File: config.mk
export PLATFORM = sky130hd
export DESIGN_NAME = port_request_link_monitor_core
export DESIGN_NICKNAME = d
export VERILOG_FILES = /design/src/prlm_pkg.sv /design/src/port_request_link_monitor_core.sv /design/src/prlm_queue.sv /design/src/prlm_front.sv /design/src/prlm_back.sv
export SDC_FILE = /design/constraint.sdc
export NUM_CORES = 1
export LEC_CHECK = 0
export BUFFER_PORTS_ARGS = -buffer_cell sky130_fd_sc_hd__buf_2
export CAP_MARGIN = 0
export CELL_PAD_IN_SITES_DETAIL_PLACEMENT = 0
export CELL_PAD_IN_SITES_GLOBAL_PLACEMENT = 1
export CORE_UTILIZATION = 50
export CTS_CLUSTER_DIAMETER = 60
export DETAILED_ROUTE_END_ITERATION = 10
export PLACE_DENSITY_LB_ADDON = 0.1
export SLEW_MARGIN = 20
export SYNTH_ARGS = -nofsm -noshare
export SYNTH_HDL_FRONTEND = slang
export SYNTH_SLANG_ARGS = --single-unit
File: constraint.sdc
create_clock -name clk -period 14.4 [get_ports clk]
set_clock_uncertainty 0.2 [all_clocks]
set_input_delay 2.16 -clock clk [delete_from_list [all_inputs] [get_ports clk]]
set_output_delay 2.16 -clock clk [all_outputs]
set_load 0.02 [all_outputs]
File: src/prlm_pkg.sv
// Shared types, codes and helpers for the port request link monitor.
`timescale 1ns / 1ps
`default_nettype none

package prlm_pkg;

    // Default limits
    localparam int RESPONSE_MAX_DEF = 18;
    localparam int QUEUE_DEPTH_DEF  = 2;

    // Transaction operation codes
    localparam logic [2:0] OP_TICK  = 3'd0;
    localparam logic [2:0] OP_EDGE  = 3'd1;
    localparam logic [2:0] OP_BYTE  = 3'd2;
    localparam logic [2:0] OP_ARM   = 3'd3;
    localparam logic [2:0] OP_STATS = 3'd4;

    // Classified command kinds handed from front to back
    localparam logic [2:0] KIND_NOP   = 3'd0;
    localparam logic [2:0] KIND_TICK  = 3'd1;
    localparam logic [2:0] KIND_EDGE  = 3'd2;
    localparam logic [2:0] KIND_BYTE  = 3'd3;
    localparam logic [2:0] KIND_ARM   = 3'd4;
    localparam logic [2:0] KIND_STATS = 3'd5;

    // Configuration register indexes
    localparam int CFG_INDEX_W = 3;
    localparam int CFG_DATA_W  = 16;
    localparam logic [CFG_INDEX_W-1:0] REG_RECEIVE_MODE   = 3'd0;
    localparam logic [CFG_INDEX_W-1:0] REG_WINDOW_MS      = 3'd1;
    localparam logic [CFG_INDEX_W-1:0] REG_EDGE_THRESHOLD = 3'd2;
    localparam logic [CFG_INDEX_W-1:0] REG_HB_TIMEOUT     = 3'd3;
    localparam logic [CFG_INDEX_W-1:0] REG_TICKS_PER_BYTE = 3'd4;
    localparam logic [CFG_INDEX_W-1:0] REG_ALLOW_HANDOFF  = 3'd5;

    // Configuration reset values
    localparam logic [15:0] WINDOW_MS_RST      = 16'd200;
    localparam logic [7:0]  EDGE_THRESHOLD_RST = 8'd2;
    localparam logic [15:0] HB_TIMEOUT_RST     = 16'd300;
    localparam logic [7:0]  TICKS_PER_BYTE_RST = 8'd1;

    // Heartbeat frame and CRC polynomial
    localparam logic [7:0] HB_BYTE0 = 8'hC1;
    localparam logic [7:0] HB_BYTE1 = 8'h14;
    localparam logic [7:0] HB_BYTE2 = 8'h01;
    localparam logic [7:0] HB_BYTE3 = 8'hA5;
    localparam logic [7:0] CRC_POLY = 8'h07;

    typedef struct packed {
        logic [2:0] operation;
        logic [7:0] data_byte;
        logic       byte_corrupt;
        logic [4:0] response_length;
    } item_t;

    typedef struct packed {
        logic       port_requested;
        logic       port_to_partner;
        logic       byte_valid;
        logic [7:0] response_byte;
        logic       response_last;
        logic       crc_bad;
        logic       timed_out;
        logic       arm_refused;
        logic [7:0] ok_count;
        logic [7:0] crc_fail_count;
        logic [7:0] timeout_count;
    } result_t;

    typedef struct packed {
        logic [2:0] kind;
        logic [7:0] data_byte;
        logic       byte_corrupt;
        logic [4:0] length;
        logic       length_ok;
    } cmd_t;

    // One byte of CRC-8, MSB first, no reflection
    function automatic logic [7:0] crc8_step(input logic [7:0] crc, input logic [7:0] b);
        logic [7:0] c;
        c = crc ^ b;
        for (int i = 0; i < 8; i++) begin
            c = c[7] ? ((c << 1) ^ CRC_POLY) : (c << 1);
        end
        return c;
    endfunction

    function automatic logic [7:0] hb_byte(input logic [1:0] pos);
        logic [7:0] b;
        case (pos)
            2'd0:    b = HB_BYTE0;
            2'd1:    b = HB_BYTE1;
            2'd2:    b = HB_BYTE2;
            default: b = HB_BYTE3;
        endcase
        return b;
    endfunction

endpackage

`default_nettype wire

File: src/port_request_link_monitor_core.sv
// Top level of the port request link monitor.
//
// Input side is a queue: drive item and push; the transaction is taken at a
// clock edge with push high and full low. Result side is a queue too: the
// oldest result sits on result while empty is low and is taken at an edge
// with pop high. Every input transaction yields exactly one result.
// Configuration: cfg_write_en with cfg_index/cfg_data writes one register in
// that cycle; write only while no transaction is in flight.
// Path: a taken transaction is stored in the command queue; the back end then
// writes its result into the result queue when that queue has room. Throughput:
// one transaction per cycle while the result queue has room, set by the back end.
// Front end classifies into a two-entry command queue; the back end updates
// the monitor state and writes a two-entry result queue.
// Reset clears both queues, all counters and ownership, and loads the
// register defaults (edge mode, 200-tick window, threshold 2, 300-tick
// heartbeat timeout, one tick per byte, no handoff).
// When pop stays low the result queue fills, the back end holds, the command
// queue fills and full rises; nothing is dropped.
`timescale 1ns / 1ps
`default_nettype none

module port_request_link_monitor_core #(
    parameter int RESPONSE_MAX = prlm_pkg::RESPONSE_MAX_DEF,
    parameter int QUEUE_DEPTH  = prlm_pkg::QUEUE_DEPTH_DEF
) (
    input  wire logic                             clk,
    input  wire logic                             rst_n,
    input  wire logic                             cfg_write_en,
    input  wire logic [prlm_pkg::CFG_INDEX_W-1:0] cfg_index,
    input  wire logic [prlm_pkg::CFG_DATA_W-1:0]  cfg_data,
    input  wire logic                             push,
    input  wire prlm_pkg::item_t                  item,
    output logic                                  full,
    output logic                                  empty,
    input  wire logic                             pop,
    output prlm_pkg::result_t                     result
);

    import prlm_pkg::*;

    cmd_t    cmd;
    logic    cmd_valid;
    logic    cmd_pop;
    result_t res;
    logic    res_push;
    logic    res_full;

    prlm_front #(
        .RESPONSE_MAX (RESPONSE_MAX),
        .QUEUE_DEPTH  (QUEUE_DEPTH)
    ) u_front (
        .clk       (clk),
        .rst_n     (rst_n),
        .push      (push),
        .item      (item),
        .full      (full),
        .cmd       (cmd),
        .cmd_valid (cmd_valid),
        .cmd_pop   (cmd_pop)
    );

    prlm_back u_back (
        .clk          (clk),
        .rst_n        (rst_n),
        .cfg_write_en (cfg_write_en),
        .cfg_index    (cfg_index),
        .cfg_data     (cfg_data),
        .cmd          (cmd),
        .cmd_valid    (cmd_valid),
        .cmd_pop      (cmd_pop),
        .res          (res),
        .res_push     (res_push),
        .res_full     (res_full)
    );

    prlm_queue #(
        .WIDTH ($bits(result_t)),
        .DEPTH (QUEUE_DEPTH)
    ) u_result_queue (
        .clk   (clk),
        .rst_n (rst_n),
        .push  (res_push),
        .wdata (res),
        .full  (res_full),
        .pop   (pop),
        .rdata (result),
        .empty (empty)
    );

endmodule

`default_nettype wire

File: src/prlm_queue.sv
// Small synchronous FIFO used between the front, the back and the result port.
`timescale 1ns / 1ps
`default_nettype none

module prlm_queue #(
    parameter int WIDTH = 8,
    parameter int DEPTH = 2
) (
    input  wire logic             clk,
    input  wire logic             rst_n,
    input  wire logic             push,
    input  wire logic [WIDTH-1:0] wdata,
    output logic                  full,
    input  wire logic             pop,
    output logic [WIDTH-1:0]      rdata,
    output logic                  empty
);

    localparam int AW = (DEPTH > 1) ? $clog2(DEPTH) : 1;
    localparam int CW = $clog2(DEPTH + 1);

    logic [WIDTH-1:0] mem_reg [DEPTH];
    logic [AW-1:0]    wr_ptr_reg, wr_ptr_next;
    logic [AW-1:0]    rd_ptr_reg, rd_ptr_next;
    logic [CW-1:0]    count_reg, count_next;
    logic             push_ok;
    logic             pop_ok;

    assign full    = (count_reg == CW'(DEPTH));
    assign empty   = (count_reg == '0);
    assign push_ok = push && !full;
    assign pop_ok  = pop && !empty;
    assign rdata   = mem_reg[rd_ptr_reg];

    always_comb
    begin
        wr_ptr_next = wr_ptr_reg;
        rd_ptr_next = rd_ptr_reg;
        count_next  = count_reg;
        if (push_ok)
        begin
            wr_ptr_next = (wr_ptr_reg == AW'(DEPTH - 1)) ? '0 : wr_ptr_reg + AW'(1);
        end
        if (pop_ok)
        begin
            rd_ptr_next = (rd_ptr_reg == AW'(DEPTH - 1)) ? '0 : rd_ptr_reg + AW'(1);
        end
        if (push_ok && !pop_ok)
        begin
            count_next = count_reg + CW'(1);
        end
        else if (pop_ok && !push_ok)
        begin
            count_next = count_reg - CW'(1);
        end
    end

    always_ff @(posedge clk or negedge rst_n)
    begin
        if (!rst_n)
        begin
            wr_ptr_reg <= '0;
            rd_ptr_reg <= '0;
            count_reg  <= '0;
        end
        else
        begin
            wr_ptr_reg <= wr_ptr_next;
            rd_ptr_reg <= rd_ptr_next;
            count_reg  <= count_next;
        end
    end

    always_ff @(posedge clk)
    begin
        if (push_ok)
        begin
            mem_reg[wr_ptr_reg] <= wdata;
        end
    end

endmodule

`default_nettype wire

File: src/prlm_front.sv
// Front end: accepts input transactions, classifies them and queues commands.
`timescale 1ns / 1ps
`default_nettype none

module prlm_front #(
    parameter int RESPONSE_MAX = prlm_pkg::RESPONSE_MAX_DEF,
    parameter int QUEUE_DEPTH  = prlm_pkg::QUEUE_DEPTH_DEF
) (
    input  wire logic            clk,
    input  wire logic            rst_n,
    input  wire logic            push,
    input  wire prlm_pkg::item_t item,
    output logic                 full,
    output prlm_pkg::cmd_t       cmd,
    output logic                 cmd_valid,
    input  wire logic            cmd_pop
);

    import prlm_pkg::*;

    cmd_t cmd_in;
    logic cmd_empty;

    always_comb
    begin
        cmd_in.data_byte    = item.data_byte;
        cmd_in.byte_corrupt = item.byte_corrupt;
        cmd_in.length       = item.response_length;
        cmd_in.length_ok    = (item.response_length <= 5'(RESPONSE_MAX));
        unique case (item.operation)
            OP_TICK:  cmd_in.kind = KIND_TICK;
            OP_EDGE:  cmd_in.kind = KIND_EDGE;
            OP_BYTE:  cmd_in.kind = KIND_BYTE;
            OP_ARM:   cmd_in.kind = KIND_ARM;
            OP_STATS: cmd_in.kind = KIND_STATS;
            default:  cmd_in.kind = KIND_NOP;
        endcase
    end

    prlm_queue #(
        .WIDTH ($bits(cmd_t)),
        .DEPTH (QUEUE_DEPTH)
    ) u_cmd_queue (
        .clk   (clk),
        .rst_n (rst_n),
        .push  (push),
        .wdata (cmd_in),
        .full  (full),
        .pop   (cmd_pop),
        .rdata (cmd),
        .empty (cmd_empty)
    );

    assign cmd_valid = !cmd_empty;

endmodule

`default_nettype wire

File: src/prlm_back.sv
// Back end: configuration registers, monitor state and one command per cycle while the result queue has room.
`timescale 1ns / 1ps
`default_nettype none

module prlm_back (
    input  wire logic                               clk,
    input  wire logic                               rst_n,
    input  wire logic                               cfg_write_en,
    input  wire logic [prlm_pkg::CFG_INDEX_W-1:0]   cfg_index,
    input  wire logic [prlm_pkg::CFG_DATA_W-1:0]    cfg_data,
    input  wire prlm_pkg::cmd_t                     cmd,
    input  wire logic                               cmd_valid,
    output logic                                    cmd_pop,
    output prlm_pkg::result_t                       res,
    output logic                                    res_push,
    input  wire logic                               res_full
);

    import prlm_pkg::*;

    // Configuration
    logic        receive_mode_reg;
    logic [15:0] window_ms_reg;
    logic [7:0]  edge_threshold_reg;
    logic [15:0] hb_timeout_reg;
    logic [7:0]  ticks_per_byte_reg;
    logic        allow_handoff_reg;

    // Monitor state
    logic [15:0] edge_count_reg, edge_count_next;
    logic [15:0] window_count_reg, window_count_next;
    logic [15:0] window_elapsed_reg, window_elapsed_next;
    logic [1:0]  pattern_pos_reg, pattern_pos_next;
    logic        hb_seen_reg, hb_seen_next;
    logic [15:0] hb_age_reg, hb_age_next;
    logic [4:0]  expected_reg, expected_next;
    logic [4:0]  captured_reg, captured_next;
    logic [7:0]  crc_reg, crc_next;
    logic [15:0] deadline_reg, deadline_next;
    logic [7:0]  good_reg, good_next;
    logic [7:0]  crc_fail_reg, crc_fail_next;
    logic [7:0]  timeouts_reg, timeouts_next;
    logic        owner_reg, owner_next;

    logic        step;
    logic        requested;
    logic [5:0]  len_plus2;
    logic [13:0] deadline_prod;
    logic [15:0] deadline_load;
    logic [4:0]  captured_inc;
    logic [15:0] deadline_dec;

    assign step     = cmd_valid && !res_full;
    assign cmd_pop  = step;
    assign res_push = step;

    assign len_plus2     = {1'b0, cmd.length} + 6'd2;
    assign deadline_prod = {8'd0, len_plus2} * {6'd0, ticks_per_byte_reg};
    assign deadline_load = {2'b00, deadline_prod} + 16'd1;
    assign captured_inc  = captured_reg + 5'd1;
    assign deadline_dec  = (deadline_reg != 16'd0) ? deadline_reg - 16'd1 : 16'd0;

    always_comb
    begin
        edge_count_next     = edge_count_reg;
        window_count_next   = window_count_reg;
        window_elapsed_next = window_elapsed_reg;
        pattern_pos_next    = pattern_pos_reg;
        hb_seen_next        = hb_seen_reg;
        hb_age_next         = hb_age_reg;
        expected_next       = expected_reg;
        captured_next       = captured_reg;
        crc_next            = crc_reg;
        deadline_next       = deadline_reg;
        good_next           = good_reg;
        crc_fail_next       = crc_fail_reg;
        timeouts_next       = timeouts_reg;
        owner_next          = owner_reg;
        res                 = '0;

        unique case (cmd.kind)
            KIND_TICK:
            begin
                window_elapsed_next = (window_elapsed_reg != 16'hFFFF)
                                    ? window_elapsed_reg + 16'd1 : window_elapsed_reg;
                hb_age_next = (hb_age_reg != 16'hFFFF) ? hb_age_reg + 16'd1 : hb_age_reg;
                if (!receive_mode_reg && (window_elapsed_next >= window_ms_reg))
                begin
                    // close the window and latch its edge count
                    window_count_next   = edge_count_reg;
                    edge_count_next     = 16'd0;
                    window_elapsed_next = 16'd0;
                end
                if (expected_reg != 5'd0)
                begin
                    deadline_next = deadline_dec;
                    if (deadline_dec == 16'd0)
                    begin
                        expected_next = 5'd0;
                        timeouts_next = (timeouts_reg != 8'hFF) ? timeouts_reg + 8'd1
                                                                : timeouts_reg;
                        res.timed_out = 1'b1;
                    end
                end
            end
            KIND_EDGE:
            begin
                if (!receive_mode_reg && (edge_count_reg != 16'hFFFF))
                begin
                    edge_count_next = edge_count_reg + 16'd1;
                end
            end
            KIND_BYTE:
            begin
                if (receive_mode_reg)
                begin
                    if (cmd.byte_corrupt)
                    begin
                        pattern_pos_next = 2'd0;
                    end
                    else if (expected_reg != 5'd0)
                    begin
                        captured_next     = captured_inc;
                        res.byte_valid    = 1'b1;
                        res.response_byte = cmd.data_byte;
                        if (captured_inc >= expected_reg)
                        begin
                            res.response_last = 1'b1;
                            if ((expected_reg >= 5'd2) && (crc_reg != cmd.data_byte))
                            begin
                                res.crc_bad   = 1'b1;
                                crc_fail_next = (crc_fail_reg != 8'hFF) ? crc_fail_reg + 8'd1
                                                                        : crc_fail_reg;
                            end
                            else
                            begin
                                good_next = (good_reg != 8'hFF) ? good_reg + 8'd1 : good_reg;
                            end
                            expected_next = 5'd0;
                        end
                        else
                        begin
                            crc_next = crc8_step(crc_reg, cmd.data_byte);
                        end
                    end
                    else if (cmd.data_byte == hb_byte(pattern_pos_reg))
                    begin
                        pattern_pos_next = pattern_pos_reg + 2'd1;
                        if (pattern_pos_reg == 2'd3)
                        begin
                            hb_seen_next = 1'b1;
                            hb_age_next  = 16'd0;
                        end
                    end
                    else
                    begin
                        // a mismatching byte may still open a new frame
                        pattern_pos_next = (cmd.data_byte == HB_BYTE0) ? 2'd1 : 2'd0;
                    end
                end
            end
            KIND_ARM:
            begin
                if (!receive_mode_reg || !cmd.length_ok)
                begin
                    res.arm_refused = 1'b1;
                end
                else if (cmd.length == 5'd0)
                begin
                    expected_next = 5'd0;
                    good_next     = (good_reg != 8'hFF) ? good_reg + 8'd1 : good_reg;
                end
                else
                begin
                    expected_next = cmd.length;
                    captured_next = 5'd0;
                    crc_next      = 8'd0;
                    deadline_next = deadline_load;
                end
            end
            KIND_STATS:
            begin
                res.ok_count       = good_reg;
                res.crc_fail_count = crc_fail_reg;
                res.timeout_count  = timeouts_reg;
                good_next          = 8'd0;
                crc_fail_next      = 8'd0;
                timeouts_next      = 8'd0;
            end
            default:
            begin
            end
        endcase

        requested = receive_mode_reg ? (hb_seen_next && (hb_age_next < hb_timeout_reg))
                                     : (window_count_next > {8'd0, edge_threshold_reg});

        // ownership moves only on ticks: every tick in byte mode, window close in edge mode
        if ((cmd.kind == KIND_TICK) &&
            (receive_mode_reg || (window_elapsed_next == 16'd0)))
        begin
            if (!requested)
            begin
                owner_next = 1'b0;
            end
            else if (allow_handoff_reg)
            begin
                owner_next = 1'b1;
            end
        end

        res.port_requested  = requested;
        res.port_to_partner = owner_next;
    end

    always_ff @(posedge clk or negedge rst_n)
    begin
        if (!rst_n)
        begin
            receive_mode_reg   <= 1'b0;
            window_ms_reg      <= WINDOW_MS_RST;
            edge_threshold_reg <= EDGE_THRESHOLD_RST;
            hb_timeout_reg     <= HB_TIMEOUT_RST;
            ticks_per_byte_reg <= TICKS_PER_BYTE_RST;
            allow_handoff_reg  <= 1'b0;
            edge_count_reg     <= '0;
            window_count_reg   <= '0;
            window_elapsed_reg <= '0;
            pattern_pos_reg    <= '0;
            hb_seen_reg        <= 1'b0;
            hb_age_reg         <= '0;
            expected_reg       <= '0;
            captured_reg       <= '0;
            crc_reg            <= '0;
            deadline_reg       <= '0;
            good_reg           <= '0;
            crc_fail_reg       <= '0;
            timeouts_reg       <= '0;
            owner_reg          <= 1'b0;
        end
        else if (cfg_write_en)
        begin
            // the user must write configuration only while the datapath is idle; the block does not enforce it
            unique case (cfg_index)
                REG_RECEIVE_MODE:
                begin
                    receive_mode_reg   <= cfg_data[0];
                    edge_count_reg     <= '0;
                    window_count_reg   <= '0;
                    window_elapsed_reg <= '0;
                    pattern_pos_reg    <= '0;
                    hb_seen_reg        <= 1'b0;
                end
                REG_WINDOW_MS:      window_ms_reg      <= cfg_data;
                REG_EDGE_THRESHOLD: edge_threshold_reg <= cfg_data[7:0];
                REG_HB_TIMEOUT:     hb_timeout_reg     <= cfg_data;
                REG_TICKS_PER_BYTE: ticks_per_byte_reg <= cfg_data[7:0];
                REG_ALLOW_HANDOFF:  allow_handoff_reg  <= cfg_data[0];
                default:
                begin
                end
            endcase
        end
        else if (step)
        begin
            edge_count_reg     <= edge_count_next;
            window_count_reg   <= window_count_next;
            window_elapsed_reg <= window_elapsed_next;
            pattern_pos_reg    <= pattern_pos_next;
            hb_seen_reg        <= hb_seen_next;
            hb_age_reg         <= hb_age_next;
            expected_reg       <= expected_next;
            captured_reg       <= captured_next;
            crc_reg            <= crc_next;
            deadline_reg       <= deadline_next;
            good_reg           <= good_next;
            crc_fail_reg       <= crc_fail_next;
            timeouts_reg       <= timeouts_next;
            owner_reg          <= owner_next;
        end
    end

endmodule

`default_nettype wire

======== Yosys cells after proc, flatten, opt, wreduce, memory -nomap -nowiden ========
Memory sizes are Yosys's and may differ from the RTL's.
Cells that the tools add are included.
operators by class
  $lt $le $gt $ge ......................... 6
  bitwise operators ....................... 10
  mux-type cells .......................... 129
  add/sub/neg operators ................... 19
  eq/ne operators ......................... 46
  reductions and logical operators ........ 65
  multipliers ............................. 1
operators by type and width
  cell                                                    count
  2-to-1 mux 16 bit                                       24
  2-to-1 mux 8 bit                                        27
  case mux 16 bit (2 select lines)                        3
  2-to-1 mux 5 bit                                        13
  adder 16 x 1 -> 16 bit (second input constant)          3
  inequality test 16 bit (second input constant)          3
  case mux 8 bit (2 select lines)                         3
  case mux 8 bit (3 select lines)                         2
  2-to-1 mux 11 bit                                       4
  logical NOT 16 bit                                      2
  2-to-1 mux 1 bit                                        28
  2-to-1 mux 2 bit                                        13
  adder 8 x 1 -> 8 bit (second input constant)            3
  2-to-1 mux 24 bit                                       1
  2-to-1 mux 3 bit                                        8
  inequality test 8 bit (second input constant)           3
  inverter 3 bit                                          8
  inequality test 2 x 1 -> 1 bit (second input constant)  10
  AND reduction 10 bit                                    2
  equality test 3 x 2 -> 1 bit (second input constant)    6
  AND reduction 9 bit                                     2
  nonzero test 2 bit                                      9
  >= comparator 16 bit                                    1
  > comparator 16 x 8 -> 1 bit                            1
  40 further kinds                                        97
word-level totals
  logic and storage cells ................. 304
  output and inout bits ................... 41
  memory bits (writable) .................. 114
  memories ................................ 2
  bits in registers ....................... 184
  bits of input ports ..................... 41
memory list
  memory                       depth  width  rd ports  clocked after Yosys merged registers in  write ports  line              source
  u_result_queue.mem_reg       2      39     1         0                                        1            prlm_queue.sv:22  logic [WIDTH-1:0] mem_reg [DEPTH];
  u_front.u_cmd_queue.mem_reg  2      18     1         0                                        1            prlm_queue.sv:22

======== Depth between registers and ports, before layout ========
Gate-level depths: netlist of the first run.
An unclocked memory read counts as a cell.
  depth in word-level cells ............... 23
  mapped depth ............................ 24
  mapped depth without buffers ............ 23

======== By module ========
From an unflattened synthesis of the first run, not the netlist that was laid out.
unflattened totals
  cells, all modules ...................... 1697
  area total of the unflattened synthesis .. 17498.0 um^2
modules (own cells, without submodules)
  module                             area an instance (um^2)  instances  cells each  sequential area each (um^2)
  prlm_back                          12894.9                  1          1473        4415.5
  prlm_queue at u_result_queue       3007.9                   1          140         2442.3
  prlm_queue at u_front.u_cmd_queue  1545.2                   1          75          1181.1
  prlm_front                         50.0                     1          9           0.0

======== Worst setup path after synthesis of the first run ========
Ideal clock, no wire load.
  kind .................................... reg-to-reg
  start ................................... register u_back.window_elapsed_reg[7]
  end ..................................... memory u_result_queue.mem_reg[0][37] (netlist name), data pin
  path slack .............................. 8764 ps
  stages on the path, launching flop included .. 23
  arrival ................................. 5165 ps
  buffers on the path ..................... 2
  required time ........................... 13929 ps
  library setup time ...................... 271 ps
  clock period less this slack ............ 5636 ps
  cell sequence ........................... dfrtp_1 > clkbuf_1 > nand3_1 > nor3_1 > and2_0 > xnor2_1 > ha_1 > or3b_2 > a211oi_1 > o211ai_1 > and3_1 > o211ai_1 > clkbuf_1 > mux2_2 > ha_1 > a21o_1 > a21oi_1 > o211ai_1 > nand2_1 > and4_1 > o21ai_0 > a31oi_1 > a21oi_1
RTL lines
  what                    line              source
  start, declared         prlm_back.sv:32   logic [15:0] window_elapsed_reg, window_elapsed_next;
  start signal, assigned  prlm_back.sv:268  window_elapsed_reg <= window_elapsed_next;
  end, declared           prlm_queue.sv:22

==> results of run 1 <==
==> tightest hold or removal path, delay by kind of cell, from the launching register on <==
kind | cells | cell delay (ns)
flops | 1 | 0.34
compound gates | 1 | 0.07
simple gates | 1 | 0.04
==> worst max path at each step <==
stage | slack, ns | start | endpoint | depth (start not counted)
after detailed placement | 7.61 | u_back.window_elapsed_reg[1]$_DFFE_PN0P_ | u_result_queue.mem_reg[0][37]$_DFFE_PP_ | 21
after global placement | 7.73 | u_back.window_elapsed_reg[1]$_DFFE_PN0P_ | u_result_queue.mem_reg[0][37]$_DFFE_PP_ | 22
final | 7.53 | u_back.window_elapsed_reg[1]$_DFFE_PN0P_ | u_result_queue.mem_reg[0][37]$_DFFE_PP_ | 21
after floorplan | 8.76 | u_back.window_elapsed_reg[7]$_DFFE_PN0P_ | u_result_queue.mem_reg[0][37]$_DFFE_PP_ | 22
after global routing | 6.94 | u_back.window_elapsed_reg[1]$_DFFE_PN0P_ | u_result_queue.mem_reg[0][37]$_DFFE_PP_ | 22
after CTS | 7.62 | u_back.window_elapsed_reg[1]$_DFFE_PN0P_ | u_result_queue.mem_reg[0][37]$_DFFE_PP_ | 21
==> routing by layer <==
metal  GRT usage, %  up-vias  share of wire [%]
li1               -     6135                  -
met5              0        -              0.029
met1          32.35     6189                 45
met2          41.02      232                 48
met4          7.818        2                2.4
met3          3.265       60                4.0
==> report_power, final <==
part | switching, W | leakage, nW | total (W) | internal, W
Sequential | 0.000151 | 3.46 | 0.00130 | 0.00115
Combinational | 0.00111 | 4.32 | 0.00185 | 0.000731
Clock | 0.000371 | 0.613 | 0.000952 | 0.000581
==> metrics by stage <==
| stage | setup slack (ns) | instances |
|---|---|---|
| after floorplan | 8.764 | 1658 |
| after global routing | 6.940 | 2217 |
| after global placement | 7.734 | 2149 |
| final | 7.528 | 2217 |
| after CTS | 7.618 | 2217 |
| after detailed placement | 7.611 | 2149 |
==> cell families after synthesis <==
kind of cell	after synthesis
simple gates	556
compound gates	331
flops	298
buf+inv	171
fa+ha+maj	115
mux	108
xor+xnor	79
==> area by class of cell <==
class | count | area, um^2
inverters | 113 | 424.2
repair buffers | 101 | 568.0
multi-input cells | 1189 | 8481
clock buffers | 54 | 1081
fillers | 2956 | 14270
clock inverters | 14 | 190.2
flip-flops and latches | 298 | 8039
well taps | 448 | 560.5
==> Yosys cell counts (all sizes together), types with 32 or more instances <==
cell type	instances	area share (%)
a21oi	58	1.7
ha	89	6.5
dfrtp	175	26
nor2	105	2.3
xor2	32	1.6
inv	113	2.5
o21ai	117	3.4
mux2	89	5.9
xnor2	47	2.4
nor3	39	1.2
and2	47	1.7
edfxtp	114	20
nand3	65	2.0
clkbuf	45	0.99
nand2	170	3.7
==> cells in the final DEF, fill, tap and decap left out, types with 63 or more instances in the layout <==
master / instances
o21ai_0: 112
nand2_1: 170
edfxtp_1: 114
inv_1: 113
buf_2: 80
dfrtp_1: 175
nand3_1: 63
nor2_1: 102
mux2_2: 89
ha_1: 89
==> impl_metrics.tcl, run 1 <==
set metrics [dict create \
    syn-num-nets 1813 \
    synth_top_family_by_area "simple AND/OR/NAND/NOR gates" \
    post-route-period-util_pct 47.72 \
    area_delta_synth_final_pct 12.92 \
    clock_sinks 298 \
    p_leak_nw 8.400 \
    ant_nets 0 \
    setup-tns-final_ns 0 \
    hp-class "reg -> reg" \
    die_h_um 187.1 \
    cts_max_level 2 \
    syn_area_um2 17130 \
    critical_path_buf_inv_count 0 \
    crit_path_max_incr_delay_ns 0.80 \
    status "complete, no violations" \
    period_minus_slack_ns 6.872 \
    hpwl_um 29460 \
    synthSimpleGateAreaFrac_pct 16.19 \
    grt_pass1_wl_um 67570 \
    clk_path_buf_depth 3 \
    r2r_end "u_result_queue.mem_reg[0][37]$_DFFE_PP_" \
    post_cts.repair.setup_buffers 0 \
    drive_above_1_share_pct 16.56 \
    startpoint_type "register" \
    synth_seq_cells 298 \
    dieArea_um2 35000 \
    core_area_um2 33620 \
    postPlaceCellArea_um2 18060 \
    slowest_stage "nor3_1" \
    synth-edff-count 114 \
    path_max_fanout 11 \
    critPathKind "reg -> reg" \
    powerDensity_nw_per_um2 211.9 \
    ys.flop_type "dfrtp_1" \
    clkTransAtPathRegs_ns 0.06 \
    worst_pin_slew_ns 1.034 \
    cp_top_family "simple AND/OR/NAND/NOR gates" \
    root_buffer "clkbuf_16" \
    post_drt_wl_per_cell_um 18.54 \
    power_w 0.004099 \
    final_nets 1895 \
    setup_viol 0 \
    worstRegToRegCells 21 \
    gr-usage-all-layers_pct 24.30 \
    synthMuxAreaShare_pct 6.983 \
    initial_utilization_pct 50.96 \
    final_core_util_pct 57.54 \
    synth_area_per_cell_um2 10.33 \
    grt_start_max_net_pins 108 \
    synthArstFlopShare_pct 61.74 \
    min_to "u_back.window_count_reg[0]$_DFFE_PN0P_" \
    largest_reg_flops 78 \
    design_area_um2 19340 \
    cts_tree "done" \
    via_per_inst 5.691 \
    max_freq_mhz 145.5 \
    r2r-start "u_back.window_elapsed_reg[1]$_DFFE_PN0P_" \
    first_pass_iters 7 \
    clk_latency_ns 0.56 \
    holdWs_ns 0.2942 \
    synth_xor_area_share_pct 4.039 \
    arrival_ns 6.95 \
    r2r_slack_ns 7.53 \
    synth-compound-area-share_pct 12.53 \
    path_cells "ha_1, nand3_1, nor3_1, and2_0, xnor2_1, ha_1, or3b_2, a211oi_1, o211ai_1, and3_1, o211ai_1, mux2_2, ha_1, a21o_1, a21oi_1, o211ai_1, nand2_1, and4_1, o21ai_0, a31oi_1, a21oi_1" \
    ys_warn_count 0 \
    final-hold-violation-count 0 \
    maxSlewViolCount 0 \
    wl_um 41110 \
    ir_drop_v 0.0001042 \
    drc 0 \
    synthCells 1658 \
    synthAdderAreaFrac_pct 9.488 \
    end_kind "register" \
    first_global_vias 12650 \
    gp_congestion 0.8425 \
    numPortBuffers 81 \
    slew_headroom_pct 30.52 \
    via_count 12620 \
    grt_overflow 0 \
    cp.required_ns 14.47 \
    hp-start "u_back.window_count_reg[0]$_DFFE_PN0P_" \
    cts_hold_buf 0 \
    cts_buffers 37 \
    io_pins 82 \
    die_w_um 187.1 \
    maxCapViolations 0 \
    min_path_cells 2 \
    antenna_found_initial 1 \
    cts_resized 0 \
    rsz0062_at_grt "no" \
    drt_first_iter_violations 644 \
    antenna_cells 0 \
    ys_types 75 \
    num_rows 67 \
    ys_seq_area_share_pct 46.93 \
]
Note: power is estimated with default switching activity, not from simulation.
==> run 2: changes to the inputs <==
ABC_AREA = 1   (was default)
CORE_UTILIZATION = 47   (was 50)
clock period = 6.85 ns   (was 14.4 ns; I/O delays follow)
==> impl_metrics.tcl, run 2 <==
set metrics [dict create \
    cp_common_cell "nand2_1" \
    final_nets 2365 \
    gp_congestion 0.8546 \
    via_count 13980 \
    powerDensity_nw_per_um2 474.0 \
    setup-tns-final_ns 0 \
    wl_um 43370 \
    hp-class "reg -> reg" \
    area_delta_synth_final_pct 12.34 \
    synth_area_leaders "dfrtp_1 (25%), edfxtp_1 (20%), nand2_1 (13%)" \
    slowest_stage "fa_1" \
    critPathKind "reg -> reg" \
    grt_overflow 0 \
    end_kind "register" \
    ys.flop_type "dfrtp_1" \
    setup_slack_ns 1.287 \
    crit_path_max_incr_delay_ns 0.54 \
    numPortBuffers 81 \
    ys_seq_area_share_pct 46.07 \
    wl_met3_um 2040 \
    drt-met1-wl_um 19870 \
    clk_latency_ns 0.56 \
    yosysTopAreaCell "dfrtp_1" \
    path_max_fanout 18 \
    core_area_um2 36610 \
    final-hold-violation-count 0 \
    maxSlewViolCount 0 \
    root_buffer "clkbuf_16" \
    period_minus_slack_ns 5.563 \
    post_cts.repair.setup_buffers 0 \
    drt_first_iter_violations 934 \
    critical_path_buf_inv_count 4 \
    cts_max_level 2 \
    cts_resized 0 \
    ys_warn_count 0 \
    grt_pass1_wl_um 71240 \
    clk_path_buf_depth 3 \
    syn-num-nets 2281 \
    synth_common_cells "nand2_1 (610), inv_1 (301), dfrtp_1 (175), nor2_1 (167), o21ai_0 (147)" \
    cts_hold_buf 0 \
    setup_viol 0 \
    drc 0 \
    grt_start_max_net_pins 101 \
    synthCells 2126 \
    maxCapViolations 0 \
    syn_area_um2 17450 \
    drive_above_1_share_pct 9.736 \
    arrival_ns 5.78 \
    wl_met2_um 20190 \
    place_ws_ns 1.256 \
    ir_drop_v 0.0002149 \
    ant_nets 0 \
    die_h_um 194.7 \
    post-route-period-util_pct 81.20 \
    synth-edff-count 114 \
    clkTransAtPathRegs_ns 0.06 \
    max_freq_mhz 179.8 \
    die_w_um 194.7 \
    synthArstFlopShare_pct 61.74 \
    status "complete, no violations" \
    synth_top_area_share_pct 25.10 \
    slew_headroom_pct 28.78 \
    cp.required_ns 7.07 \
    postPlaceCellArea_um2 18340 \
    initial_utilization_pct 47.66 \
    design_area_um2 19600 \
    yosysMostFrequentCell "nand2_1" \
    synth_seq_cells 298 \
    hpwl_um 31220 \
    cp_top_family "adder cells" \
    cts_tree "done" \
    cts_buffers 37 \
    first_pass_iters 5 \
    startpoint_type "register" \
    antenna_found_initial 1 \
    worst_pin_slew_ns 1.067 \
    final_common_cell "nand2_1" \
    clock_sinks 298 \
    largest_reg_flops 78 \
    dieArea_um2 37900 \
    ys_types 63 \
    p_leak_nw 9.614 \
    post_drt_wl_per_cell_um 16.02 \
    top_layer "met4" \
    first_global_vias 13800 \
    layout_common_cells "nand2_1 (610), inv_1 (301), dfrtp_1 (175), nor2_1 (163), o21ai_0 (147)" \
    synth_area_per_cell_um2 8.208 \
    num_rows 70 \
    final_core_util_pct 53.54 \
    rsz0062_at_grt "no" \
    io_pins 82 \
    gr-usage-all-layers_pct 23.75 \
    via_per_inst 5.162 \
]
## run 2: cell types whose count changed after synthesis, moves of 19 or more
cell	previous run	this run
a21o_1	23	1
o31ai_1	19	0
o22ai_1	4	26
mux2_2	89	0
o21ai_1	4	28
o21ai_0	113	147
xnor2_1	47	11
nor2_1	105	167
and2_1	45	1
inv_1	113	301
nand2_1	170	610
nand3_1	63	88
## run 2: path summary, 6_finish.rpt
path                       cells after the start  slack, ns                                        from                                  end
min reg2reg                                    1       0.25          u_back.crc_fail_reg[2]$_DFFE_PN0P_   u_back.crc_fail_reg[2]$_DFFE_PN0P_
max reg2reg                                   26       1.29  u_front.u_cmd_queue.rd_ptr_reg$_DFFE_PN0P_  u_back.deadline_reg[14]$_DFFE_PN0P_
max in group asynchronous                      2       4.85                                       rst_n       u_back.good_reg[0]$_DFFE_PN0P_
max                                           26       1.29  u_front.u_cmd_queue.rd_ptr_reg$_DFFE_PN0P_  u_back.deadline_reg[14]$_DFFE_PN0P_
min                                            1       0.25          u_back.crc_fail_reg[2]$_DFFE_PN0P_   u_back.crc_fail_reg[2]$_DFFE_PN0P_
min in group asynchronous                      1       0.33                                       rst_n  u_back.deadline_reg[15]$_DFFE_PN0P_
## run 2: metal layers
metal,track usage [%],vias to the layer above
met5,0,-
met4,7.731,0
met3,3.800,73
met2,39.68,319
met1,31.49,6521
li1,-,7067
## run 2: cells by family after synthesis
| family | count (synthesis) | synth area share (%) |
|---|---|---|
| adder cells (fa/ha/maj) | 114 | 9.250 |
| multiplexers | 1 | 0.05737 |
| buffers and inverters | 367 | 8.189 |
| AND/OR/NAND/NOR | 972 | 23.50 |
| AO/OA/AOI/OAI | 320 | 10.14 |
| flip-flops | 298 | 46.07 |
| XOR/XNOR | 54 | 2.796 |
## run 2: power breakdown
group	internal [W]	leakage (nW)	switching [W]
Sequential	0.00257	3.46	0.000331
Clock	0.00122	0.612	0.000805
Combinational	0.00147	5.54	0.00290
## run 2: cell type report
class                      count  area, um^2
tap                          468       585.6
fill                        3551       17010
clock inverter                19       236.5
antenna                        1       2.502
sequential                   298        8039
multi-input combinational   1461        8001
timing repair buffer          97       534.3
clock buffer                  49        1021
inverter                     315        1182
## run 2: stage by stage
stage,hold slack [ns],std cells,power [W]
final,0.2510,2708,0.009291
after global routing,0.2700,2708,0.01014
after CTS,0.2515,2707,0.009395
after detailed placement,0.2438,2639,0.007325
after global placement,0.2388,2639,0.007255
after floorplan,0.2232,2126,0.006112
